--- src/rtl/core/cida_pkg.sv ---
package cida_pkg;

  localparam int MAX_IDS    = 16;
  localparam int ADDR_BITS  = 48;
  localparam int ID_BITS    = (MAX_IDS > 1) ? $clog2(MAX_IDS) : 1;
  localparam int CNT_BITS   = $clog2(MAX_IDS + 1);
  localparam int ACT_BITS   = 2;
  localparam int STAT_BITS  = 3;
  localparam int IN_DATA_W  = ((ADDR_BITS + ID_BITS + 7) / 8) * 8;
  localparam int OUT_DATA_W = ((ID_BITS + ADDR_BITS + 7) / 8) * 8;

  typedef logic [ID_BITS-1:0]   id_t;
  typedef logic [ADDR_BITS-1:0] addr_t;
  typedef logic [CNT_BITS-1:0]  cnt_t;

  typedef enum logic [ACT_BITS-1:0] {
    ACT_ADD    = 2'd0,
    ACT_REMOVE = 2'd1,
    ACT_QUERY  = 2'd2,
    ACT_FIND   = 2'd3
  } action_t;

  typedef enum logic [STAT_BITS-1:0] {
    ST_ADDED   = 3'd0,
    ST_ALREADY = 3'd1,
    ST_DONE    = 3'd2,
    ST_NOT_REG = 3'd3,
    ST_FULL    = 3'd4
  } status_t;

  typedef enum logic [2:0] {
    S_IDLE,
    S_SCAN,
    S_REMOVE,
    S_QREAD,
    S_FIN
  } state_t;

  // Advance a free-list pointer with wrap at the table depth.
  function automatic id_t next_pos(id_t p);
    next_pos = (p == id_t'(MAX_IDS - 1)) ? '0 : id_t'(p + 1'b1);
  endfunction

endpackage

--- src/rtl/core/connection_id_allocator_unit.sv ---
// Add and find go from S_SCAN through S_FIN to the output register that drives out_tvalid
//   (one address compare per cycle over up to MAX_IDS entries of the address memory).
// Remove and query run S_REMOVE or S_QREAD, then S_FIN, which low out_tready can stall.
// Handshake: in_tready is high only while idle, so the next transaction is accepted only
//   after the result loads into the output register; one transaction is in flight at a time.
// Reset: rst_n is synchronous, active low; it clears all valid bits, loads the free list
//   with IDs 0 to MAX_IDS-1 in order; the address memory is not cleared.
module connection_id_allocator_unit
  import cida_pkg::*;
(
  input  logic                  clk,
  input  logic                  rst_n,
  // input transaction
  input  logic                  in_tvalid,
  output logic                  in_tready,
  input  logic [IN_DATA_W-1:0]  in_tdata,   // client_address, slot_id, zero pad
  input  logic [ACT_BITS-1:0]   in_tuser,   // action
  // result transaction
  output logic                  out_tvalid,
  input  logic                  out_tready,
  output logic [OUT_DATA_W-1:0] out_tdata,  // result_id, result_address, zero pad
  output logic [STAT_BITS-1:0]  out_tuser   // status
);

  // Control and free-list state
  state_t             state_r, state_nxt;
  cnt_t               scan_r, scan_nxt;
  id_t                head_r, head_nxt;
  id_t                tail_r, tail_nxt;
  cnt_t               cnt_r, cnt_nxt;
  logic [MAX_IDS-1:0] valid_r, valid_nxt;
  id_t                fq_r [MAX_IDS];
  logic               fq_we;
  id_t                fq_wa;

  // Captured transaction
  action_t            act_r, act_nxt;
  addr_t              addr_r, addr_nxt;
  id_t                slot_r, slot_nxt;

  // Pending result
  id_t                res_id_r, res_id_nxt;
  addr_t              res_addr_r, res_addr_nxt;
  status_t            res_st_r, res_st_nxt;

  // Output register
  logic               out_valid_r, out_valid_nxt;
  id_t                out_id_r, out_id_nxt;
  addr_t              out_addr_r, out_addr_nxt;
  status_t            out_st_r, out_st_nxt;

  // Address memory: one write port, one registered read port
  addr_t              mem [MAX_IDS];
  addr_t              rdata_r;
  id_t                rd_addr;
  logic               mem_we;
  id_t                mem_wa;
  addr_t              mem_wd;

  // Input field unpack
  addr_t              in_addr;
  id_t                in_slot;
  logic               in_slot_ok;
  logic               slot_ok;
  cnt_t               scan_m1;
  id_t                cmp_idx;
  logic               hit;
  id_t                pop_id;

  assign in_addr    = in_tdata[ADDR_BITS-1:0];
  assign in_slot    = in_tdata[ADDR_BITS +: ID_BITS];
  assign in_slot_ok = {1'b0, in_slot} < cnt_t'(MAX_IDS);
  assign slot_ok    = {1'b0, slot_r} < cnt_t'(MAX_IDS);

  // The scan issues a read for entry scan_r while comparing entry scan_r-1.
  assign scan_m1 = scan_r - 1'b1;
  assign cmp_idx = scan_m1[ID_BITS-1:0];
  assign hit     = valid_r[cmp_idx] && (rdata_r == addr_r);
  assign pop_id  = fq_r[head_r];

  assign in_tready = (state_r == S_IDLE);

  always_ff @(posedge clk) begin
    if (mem_we) begin
      mem[mem_wa] <= mem_wd;
    end
    rdata_r <= mem[rd_addr];
  end

  always_ff @(posedge clk) begin
    if (!rst_n) begin
      state_r     <= S_IDLE;
      scan_r      <= '0;
      head_r      <= '0;
      tail_r      <= '0;
      cnt_r       <= cnt_t'(MAX_IDS);
      valid_r     <= '0;
      out_valid_r <= 1'b0;
      for (int i = 0; i < MAX_IDS; i++) begin
        fq_r[i] <= id_t'(i);
      end
    end else begin
      state_r     <= state_nxt;
      scan_r      <= scan_nxt;
      head_r      <= head_nxt;
      tail_r      <= tail_nxt;
      cnt_r       <= cnt_nxt;
      valid_r     <= valid_nxt;
      out_valid_r <= out_valid_nxt;
      if (fq_we) begin
        fq_r[fq_wa] <= slot_r;
      end
    end
  end

  // Payload registers need no reset
  always_ff @(posedge clk) begin
    act_r      <= act_nxt;
    addr_r     <= addr_nxt;
    slot_r     <= slot_nxt;
    res_id_r   <= res_id_nxt;
    res_addr_r <= res_addr_nxt;
    res_st_r   <= res_st_nxt;
    out_id_r   <= out_id_nxt;
    out_addr_r <= out_addr_nxt;
    out_st_r   <= out_st_nxt;
  end

  always_comb begin
    state_nxt     = state_r;
    scan_nxt      = scan_r;
    head_nxt      = head_r;
    tail_nxt      = tail_r;
    cnt_nxt       = cnt_r;
    valid_nxt     = valid_r;
    fq_we         = 1'b0;
    fq_wa         = tail_r;
    act_nxt       = act_r;
    addr_nxt      = addr_r;
    slot_nxt      = slot_r;
    res_id_nxt    = res_id_r;
    res_addr_nxt  = res_addr_r;
    res_st_nxt    = res_st_r;
    out_valid_nxt = out_valid_r && !out_tready;
    out_id_nxt    = out_id_r;
    out_addr_nxt  = out_addr_r;
    out_st_nxt    = out_st_r;
    rd_addr       = scan_r[ID_BITS-1:0];
    mem_we        = 1'b0;
    mem_wa        = pop_id;
    mem_wd        = addr_r;

    case (state_r)
      S_IDLE: begin
        // Read the slot for a query, or entry zero to start a scan.
        rd_addr = (action_t'(in_tuser) == ACT_QUERY && in_slot_ok) ? in_slot : '0;
        if (in_tvalid) begin
          act_nxt  = action_t'(in_tuser);
          addr_nxt = in_addr;
          slot_nxt = in_slot;
          scan_nxt = cnt_t'(1);
          case (action_t'(in_tuser))
            ACT_REMOVE: state_nxt = S_REMOVE;
            ACT_QUERY:  state_nxt = S_QREAD;
            default:    state_nxt = S_SCAN;
          endcase
        end
      end

      S_SCAN: begin
        res_addr_nxt = '0;
        if (hit) begin
          res_id_nxt = cmp_idx;
          res_st_nxt = (act_r == ACT_ADD) ? ST_ALREADY : ST_DONE;
          state_nxt  = S_FIN;
        end else if (scan_r == cnt_t'(MAX_IDS)) begin
          state_nxt  = S_FIN;
          res_id_nxt = '0;
          if (act_r != ACT_ADD) begin
            res_st_nxt = ST_NOT_REG;
          end else if (cnt_r == '0) begin
            res_st_nxt = ST_FULL;
          end else begin
            // Pop the oldest free ID and store the address under it.
            mem_we           = 1'b1;
            valid_nxt[pop_id] = 1'b1;
            head_nxt         = next_pos(head_r);
            cnt_nxt          = cnt_r - 1'b1;
            res_id_nxt       = pop_id;
            res_st_nxt       = ST_ADDED;
          end
        end else begin
          scan_nxt = scan_r + 1'b1;
        end
      end

      S_REMOVE: begin
        res_addr_nxt = '0;
        res_id_nxt   = '0;
        res_st_nxt   = ST_NOT_REG;
        if (slot_ok && valid_r[slot_r]) begin
          valid_nxt[slot_r] = 1'b0;
          if (cnt_r < cnt_t'(MAX_IDS)) begin
            fq_we    = 1'b1;
            tail_nxt = next_pos(tail_r);
            cnt_nxt  = cnt_r + 1'b1;
          end
          res_id_nxt = slot_r;
          res_st_nxt = ST_DONE;
        end
        state_nxt = S_FIN;
      end

      S_QREAD: begin
        if (slot_ok && valid_r[slot_r]) begin
          res_id_nxt   = slot_r;
          res_addr_nxt = rdata_r;
          res_st_nxt   = ST_DONE;
        end else begin
          res_id_nxt   = '0;
          res_addr_nxt = '0;
          res_st_nxt   = ST_NOT_REG;
        end
        state_nxt = S_FIN;
      end

      S_FIN: begin
        // Hold the result until the output register is free.
        if (!out_valid_r || out_tready) begin
          out_valid_nxt = 1'b1;
          out_id_nxt    = res_id_r;
          out_addr_nxt  = res_addr_r;
          out_st_nxt    = res_st_r;
          state_nxt     = S_IDLE;
        end
      end

      default: state_nxt = S_IDLE;
    endcase
  end

  assign out_tvalid = out_valid_r;
  assign out_tdata  = {{(OUT_DATA_W - ID_BITS - ADDR_BITS){1'b0}}, out_addr_r, out_id_r};
  assign out_tuser  = out_st_r;

`ifndef SYNTHESIS
  // Every ID is either in use or on the free list.
  a_id_conservation: assert property (@(posedge clk) disable iff (!rst_n)
    ($countones(valid_r) + int'(cnt_r)) == MAX_IDS)
    else $error("valid entries and free count disagree");

  // The scan pointer stays within the compare window.
  a_scan_range: assert property (@(posedge clk) disable iff (!rst_n)
    (state_r == S_SCAN) |-> (scan_r != '0 && scan_r <= cnt_t'(MAX_IDS)))
    else $error("scan pointer out of range");

  // Error results carry a zero ID and a zero address.
  a_error_zero: assert property (@(posedge clk) disable iff (!rst_n)
    (out_tvalid && (out_tuser == ST_NOT_REG || out_tuser == ST_FULL))
      |-> (out_id_r == '0 && out_addr_r == '0))
    else $error("error result with nonzero payload");

  // A new ID marks its entry valid.
  a_add_valid: assert property (@(posedge clk) disable iff (!rst_n)
    (state_r == S_FIN && res_st_r == ST_ADDED) |-> valid_r[res_id_r])
    else $error("added ID not marked valid");
`endif

endmodule

--- config.mk ---
export PLATFORM = sky130hd
export DESIGN_NAME = connection_id_allocator_unit
export DESIGN_NICKNAME = d
export VERILOG_FILES = /design/src/rtl/core/cida_pkg.sv /design/src/rtl/core/connection_id_allocator_unit.sv
export SDC_FILE = /design/constraint.sdc
export NUM_CORES = 1
export LEC_CHECK = 0
export BUFFER_PORTS_ARGS = -buffer_cell sky130_fd_sc_hd__buf_2
export CORE_ASPECT_RATIO = 0.7
export CORE_MARGIN = 8
export CORE_UTILIZATION = 30
export CTS_BUF_LIST = sky130_fd_sc_hd__clkbuf_4 sky130_fd_sc_hd__clkbuf_8
export DETAILED_ROUTE_END_ITERATION = 12
export PLACE_DENSITY = 0.48
export SLEW_MARGIN = 15
export SYNTH_ARGS = -nofsm -noshare
export SYNTH_HDL_FRONTEND = slang
export SYNTH_SLANG_ARGS = --single-unit
--- constraint.sdc ---
create_clock -name clk -period 14.08 [get_ports clk]
set_input_delay 1.408 -clock clk [delete_from_list [all_inputs] [get_ports clk]]
set_output_delay 1.408 -clock clk [all_outputs]
set_load 0.005 [all_outputs]
### Word level (Yosys, flattened, before mapping)

Memory sizes are Yosys's and may differ from the RTL's. A register that Yosys moved wholly into a read port is not among the register bits.
Index checks and enable logic that the tools add are counted.

* memories kept: 2
* flip-flop bits (word level): 202
* bits in latches: 0
* bits in read-only memories: 0
* memory bits (writable): 832
* input port bits: 62

Memories
* mem: words 16, bits a word 48, rd ports 1, clocked after memory_dff 1, wr ports 1, RTL line connection_id_allocator_unit.sv:53 `addr_t mem [MAX_IDS];`
* fq_r: words 16, bits a word 4, rd ports 1, clocked after memory_dff 1, wr ports 16, RTL line connection_id_allocator_unit.sv:32 `id_t fq_r [MAX_IDS];`

* multiplexer cells: 71
* bitwise gates (word level): 6
* magnitude comparators: 6
* multipliers: 0
* equality and inequality tests: 20
* shift operators: 0
* div/mod/pow operators: 0
* reduce and logical (&&, ||, !) cells: 27
* add/sub/neg operators: 6

Operator list (count)
* $pmux W48 S2: 1
* $mux W16: 5
* $mux W4: 13
* $eq A48 B48 Y1: 1
* $mux W48: 1
* $mux W5: 9
* $pmux W16 S2: 1
* $mux W3: 8
* $mux W1: 22
* $pmux W5 S2: 2
* $ne A2 B2 Y1 const B: 9
* $and A16 B16 Y16: 1
* $not A16 Y16: 1
* $or A16 B16 Y16: 1
* $lt A4 B5 Y1 const B: 3
* $pmux W3 S4: 1
* $add A5 B1 Y5 const B: 2
* $reduce_bool A2 Y1: 5
* $add A4 B1 Y4 const B: 2
* $bmux W1 S4: 2
* $demux W1 S4: 2
* $eq A4 B4 Y1 const B: 2
* $ge A4 B1 Y1 const B: 2
* $pmux W4 S2: 1
* 28 further kinds: 39

### Logic depth before layout (Yosys ltp)

Gate-level depths: netlist (run 1).

* word-level depth: 10
* gate-level depth with buffers: 11
* mapped depth without buffers: 8

### Least setup slack after synthesis (run 1)

No wires, ideal clock.

* path kind: register to register
* from: reg scan_r[0]
* to: mem mem[7][0] in the netlist's numbering, enable pin
* required time: 13.626 ns
* setup time: 0.454 ns
* cell stages (with the launch flop): 10
* data arrival time: 4.479 ns
* path slack: 9.147 ns
* cell sequence: dfxtp_1 buf_6 inv_1 ha_1 mux4_1 mux4_2 nand4_1 buf_2 nand4_1 nor2_1

* cells in the longest elaborated chain, start to end: 8
* elaborated cells on any way between the ends: 10

Ends and longest elaborated chain
* start: declaration: RTL line connection_id_allocator_unit.sv:27 `cnt_t scan_r, scan_nxt;`
* start signal: assignment: RTL line connection_id_allocator_unit.sv:104 `scan_r <= scan_nxt;`
* $sub A4 B1 Y4: RTL line connection_id_allocator_unit.sv:76 `assign scan_m1 = scan_r - 1'b1;`
* $bmux W1 S4: RTL line connection_id_allocator_unit.sv:78 `assign hit = valid_r[cmp_idx] && (rdata_r == addr_r);`
* $mux W1 (not written as such): RTL line connection_id_allocator_unit.sv:78
* $logic_and A1 B1 Y1: RTL line connection_id_allocator_unit.sv:78
* $mux W1 *: RTL line connection_id_allocator_unit.sv:172 `if (hit) begin`
* $mux W1 *: RTL line connection_id_allocator_unit.sv:153 `case (state_r)`
* $mux W1 *: RTL line connection_id_allocator_unit.sv:84 `if (mem_we) begin`
* $mux W1 (not written as such) *: RTL line connection_id_allocator_unit.sv:85 `mem[mem_wa] <= mem_wd;`
* end: declaration: RTL line connection_id_allocator_unit.sv:53

Every way passes the cells marked *; elsewhere a longest branch is shown, timed or not. The select of a mux whose other input is x is not followed.

### Worst setup path after layout (run 1)

* from: reg scan_r[0]
* to: mem mem[13][47] in the netlist's numbering, enable pin

The elaborated chain is that of the path after synthesis.

==> results of run 1 <==
## logic make-up after synthesis
family / count (synthesis) / synth area share
buf+inv: 166 / 0.0180
mux: 762 / 0.185
other cells: 1 / 0.0000866
simple gates: 284 / 0.0361
fa+ha+maj: 14 / 0.00422
flops: 1086 / 0.733
compound gates: 81 / 0.0123
xor+xnor: 56 / 0.0113
## registers in the layout (all words and copies together) (netlist names), named ones only
signal	flops
mem	768
fq_r	64
addr_r	48
out_addr_r	48
rdata_r	48
res_addr_r	48
valid_r	16
cnt_r	5
scan_r	5
fq_wa	4
head_r	4
out_id_r	4
res_id_r	4
slot_r	4
out_tuser	3
res_st_r	3
state_r	3
act_r	2
out_tvalid	1
## placed cells by master (no fill, tap or decap), types with 33 or more instances in the layout
cell type	count
and3_1	52
buf_2	114
buf_4	33
clkbuf_4	61
clkbuf_8	186
clkinv_1	44
dfxtp_1	89
edfxtp_1	996
mux2i_1	729
nand2_1	44
xnor2_1	52
## layout make-up
class	count	area share
clock inverter	77	0.00965
multi-input combinational	1201	0.222
sequential	1086	0.640
inverter	33	0.00255
antenna	2	0.000101
clock buffer	247	0.0609
timing repair buffer	149	0.0173
tap	1888	0.0477
## worst max-delay path by stage
stage / endpoint / slack, ns / cells past startpoint
after floorplan: mem[7][0]$_DFFE_PP_ / 9.15 / 9
after global placement: mem[13][39]$_DFFE_PP_ / 8.53 / 9
after detailed placement: rdata_r[25]$_DFF_P_ / 8.46 / 11
after CTS: mem[13][47]$_DFFE_PP_ / 8.52 / 9
after global routing: mem[13][47]$_DFFE_PP_ / 8.38 / 9
final: mem[13][47]$_DFFE_PP_ / 8.54 / 9
## stage by stage
step / setup slack (ns) / power (mW) / hold WS [ns] / std cells / util
final: 8.54 / 6.97 / 0.418 / 4683 / 0.346
after global routing: 8.38 / 7.24 / 0.425 / 4683 / 0.346
after CTS: 8.52 / 7.07 / 0.420 / 4681 / 0.346
after detailed placement: 8.46 / 4.33 / 0.405 / 4357 / 0.322
after global placement: 8.53 / 4.32 / 0.408 / 4357 / 0.322
after floorplan: 9.15 / 4.12 / 0.400 / 2453 / -
## per-layer routing
| layer | GRT usage | up-vias | part of all wire |
|---|---|---|---|
| met3 | 0.0239 | 183 | 0.035 |
| met1 | 0.179 | 11396 | 0.46 |
| met5 | 0 | - | 0.00012 |
| met2 | 0.224 | 456 | 0.48 |
| li1 | - | 9958 | - |
| met4 | 0.0415 | 2 | 0.022 |
## power by group through the flow
stage               combinational, mW  clock [mW]  sequential [mW]
detailed placement              0.530           0             3.80
global route                    0.560        2.93             3.75
finish                          0.521        2.71             3.73
floorplan                       0.378           0             3.75
global placement                0.522           0             3.80
CTS                             0.532        2.80             3.74
==> out/metrics.cfg, run 1 <==
[placed_design]
port_buffers=114
gp_congestion=0.766
placed_cell_area_sq_mm=0.0460
dpl.hpwl_um=58700

[yosys]
synth.cells.most_frequent=edfxtp_1 (996), mux2i_1 (729), dfxtp_1 (90)
synth_cells=2450
syn_area_sq_mm=0.0433
yosys.area.top_type_share=0.691
synth-seq-cells=1086
synth_top_area_cell=edfxtp_1
yosysWarnings=0
yosysMostFrequentCell=edfxtp_1
synth.distinct_cells=57
syn_avg_cell_area_sq_um=17.7
synthArstFlopShare=0
synth_edf_count=996
synth_area_leaders=edfxtp_1 (69%), mux2i_1 (17%), dfxtp_1 (4.2%)
ys.flop_type=edfxtp_1
yosysSeqAreaShare=0.733

[worst_setup_path]
crit_path_start_kind=flop
cp-startpoint=scan_r[0]$_SDFFE_PN0P_
r2r_start=scan_r[0]$_SDFFE_PN0P_
worstPathMaxFanout=29
reg2regPathDepth=9
cpMaxStageDelayCell=nor2_4
r2r-end=mem[13][47]$_DFFE_PP_
cp_top_family=simple AND/OR/NAND/NOR gates
critPathCaptureType=flop
critical_path_buf_inv_count=3
cp_cell_sequence=inv_1 > ha_1 > mux4_1 > mux4_2 > nand4_1 > buf_4 > nand4_1 > nor2_4 > buf_4
arrival_ns=6.00
max_stage_delay_ns=0.88
worstSetupPathType=reg -> reg
reg2reg_slack_ns=8.54
worstPathRequired_ns=14.54

[cells_and_area]
nNetsFinal=2722
regArea_sq_mm=0.0317
area.growth.synth_to_final_pct=14.5
final_layout_size_suffix_gt1_frac=0.177
stdcell_area_sq_mm=0.0495
fillers=13594
multi_input_comb_area_sq_mm=0.0110

[clocking]
cts.htree.levels=4
post_cts_buffers=0
clkLatencyLatePin_ns=0.86
cts_tree=built
numCtsBuffers=175
clkTransAtPathRegs_ns=0.06
cts.sinks=1086
hold_buffers=0
cts_repair_resize_count=0
root_buffer=clkbuf_8
clock_path_buffers=3

[pwr]
power_density_mw_per_mm2=141
p_int_mw=5.30
p_sw_mw=1.66
clkPwrFrac=0.389
ir_drop_v=0.0000796
combPwrFrac=0.075
swShare=0.239
seqPwrFrac=0.536
cellLeakagePower_nw=19.8

[global_route]
antenna_found_initial=5
grt_max_degree=118
grt_usage=0.134
grt_overflow_total=0
grt_pass1_vias=22970
grt_pass1_wl_um=157000

[sta]
period_share=0.393
rsz0062_at_grt=false
worstMarginPinSlew_ns=1.14
relSlewSlack=0.242
setup_viol=0
drv_slew=0
fmax_ghz=0.181
hold_viol_final=0
period_minus_slack_ns=5.54
tns_ns=0
clock_skew_ns=0.0463

[worst_hold_path]
whs_path_depth=0
hold_path.class=reg -> reg
hold_start=res_addr_r[37]$_SDFFCE_PN0P_
hold_end=out_addr_r[37]$_DFFE_PP_

[route]
vias=21995
drc_errors=0
vias_per_cell=4.70
initialDrtViolationCount=1471
wire_per_inst_um=23.2
first_pass_iters=5
finalWirelength_um=109000
ant_nets=0

[floorplan]
fp.coreArea_sq_mm=0.143
die-height_um=334
num_io_pins=123
core.rowCount=116
dieArea_sq_mm=0.157
initial_core_util=0.302
die_w_um=470

[run_status]
status=completed

[job]
maxCapViolations=0

No activity file was read; power rests on OpenSTA's default activity.
==> inputs of run 2 (changes only) <==
--- a/config.mk
+++ b/config.mk
@@ -11,7 +11,7 @@
 export CORE_UTILIZATION = 30
 export CTS_BUF_LIST = sky130_fd_sc_hd__clkbuf_4 sky130_fd_sc_hd__clkbuf_8
 export DETAILED_ROUTE_END_ITERATION = 12
-export PLACE_DENSITY = 0.48
+export PLACE_DENSITY = 0.5
 export SLEW_MARGIN = 15
 export SYNTH_ARGS = -nofsm -noshare
 export SYNTH_HDL_FRONTEND = slang
==> constraint.sdc (replaced) <==
create_clock -name clk -period 4.6 [get_ports clk]
set_input_delay 0.46 -clock clk [delete_from_list [all_inputs] [get_ports clk]]
set_output_delay 0.46 -clock clk [all_outputs]
set_load 0.005 [all_outputs]
==> out/metrics.cfg, run 2 (synthesis gave the netlist of run 1 again) <==
[run_status]
status=completed

[global_route]
antenna_found_initial=2
grt_usage=0.133
grt_pass1_vias=23400
grt_overflow_total=0
grt_max_degree=62
grt_pass1_wl_um=157000

[pwr]
clkPwrFrac=0.386
swShare=0.241
cellLeakagePower_nw=20.3
p_int_mw=16.2
combPwrFrac=0.082
ir_drop_v=0.000231
seqPwrFrac=0.532
power_density_mw_per_mm2=421
p_sw_mw=5.16

[clocking]
cts.sinks=1086
root_buffer=clkbuf_8
cts_tree=built
clkTransAtPathRegs_ns=0.07
cts.htree.levels=4
numCtsBuffers=173
clkLatencyLatePin_ns=0.89
clock_path_buffers=3
cts_repair_resize_count=0

[placed_design]
placedCellCount=4399
pre_cts_slack_ns=0.648
dpl.hpwl_um=62500
gp_congestion=0.789
port_buffers=114

[route]
first_pass_iters=5
finalWirelength_um=107000
vias_per_cell=4.65
initialDrtViolationCount=1649
wire_per_inst_um=22.5
drc_errors=0
ant_nets=0
vias=22228

[sta]
worstMarginPinSlew_ns=1.11
setup_ws_ns=0.629
setup_viol=0
whs_ns=0.277
hold_viol_final=0
rsz0062_at_grt=false
drv_slew=0
period_share=0.863
fmax_ghz=0.252
relSlewSlack=0.261
period_minus_slack_ns=3.97
tns_ns=0
clock_skew_ns=0.0571

[cells_and_area]
final_common_cell=edfxtp_1
nNetsFinal=2819
stdcell_count=4777
largest_reg_flops=768
area.growth.synth_to_final_pct=17.3
final_layout_size_suffix_gt1_frac=0.186
regMostFlops=mem
most-common-layout-cells=edfxtp_1 (996), mux2i_1 (729), clkbuf_8 (186)
fin_util=0.355
reg_top3=mem x768, fq_r x64

[floorplan]
fp.coreArea_sq_mm=0.143
die_w_um=470
dieArea_sq_mm=0.157
die-height_um=334
initial_core_util=0.302
core.rowCount=116
num_io_pins=123

[worst_setup_path]
cpMaxStageDelayCell=nor2_4
cp_cell_sequence=inv_1 > ha_1 > mux4_1 > mux4_2 > nand4_1 > nand4_1 > buf_4 > nor2_4 > buf_12
cp_top_family=simple AND/OR/NAND/NOR gates
arrival_ns=4.50
critical_path_buf_inv_count=3
critPathCaptureType=flop
max_stage_delay_ns=0.83
worstSetupPathType=reg -> reg
cp-startpoint=scan_r[1]$_SDFFE_PN0P_
worstPathMaxFanout=27
crit_path_start_kind=flop
cp_common_cell=nand4_1
worstPathRequired_ns=5.13
r2r_start=scan_r[1]$_SDFFE_PN0P_

[worst_hold_path]
hold_start=in_tdata[47]
hold_path.class=in -> reg

[job]
maxCapViolations=0

[run 2: changes by cell type in the layout (fill, tap and decap cells not counted), sizes merged]
cell	change
dlygate4sd3	+57
buf	+42
clkinv	-4
bufinv	-2
clkbuf	+2
clkinvlp	-1
[run 2: worst paths after layout]
| check | end | slack, ns | cells past startpoint |
|---|---|---|---|
| worst max-delay path | mem[13][39]$_DFFE_PP_ | 0.63 | 9 |
| worst min-delay path | addr_r[47]$_DFFE_PP_ | 0.28 | 2 |
| worst max register to register | mem[13][39]$_DFFE_PP_ | 0.63 | 9 |
| worst min register to register | out_addr_r[30]$_DFFE_PP_ | 0.42 | 0 |
[run 2: layout make-up]
type | instances | area, sq um
fill | 13392 | 92300
clock inverter | 70 | 454
tap | 1888 | 2360
antenna | 2 | 5.00
sequential | 1086 | 31700
multi-input combinational | 1201 | 11000
timing repair buffer | 248 | 2080
inverter | 33 | 126
clock buffer | 249 | 3030
[run 2: power by group through the flow]
stage / registers (mW) / logic [mW] / clock network [mW]
finish: 11.4 / 1.75 / 8.24
floorplan: 11.5 / 1.16 / 0
global placement: 11.6 / 1.72 / 0
detailed placement: 11.6 / 1.74 / 0
global route: 11.4 / 1.88 / 8.92
CTS: 11.4 / 1.79 / 8.51
[run 2: repair_timing]
item                      CTS  global route
hold buffers               57             0
buffers inserted            0             0
hold endpoints to repair   59             0
[run 2: per-layer routing]
layer  vias to the layer above  global-route usage  part of all wire
met1                     11440               0.181              0.46
met4                         0              0.0380             0.018
met2                       487               0.219              0.47
li1                      10140                   -                 -
met3                       161              0.0258             0.043
met5                         -                   0                 0
[run 2: per-stage QoR]
stage / total power [mW] / cell area [sq um]
floorplan: 12.6 / 43300
global placement: 13.3 / 46700
detailed placement: 13.3 / 46700
CTS: 21.7 / 50800
global route: 22.2 / 50800
finish: 21.4 / 50800
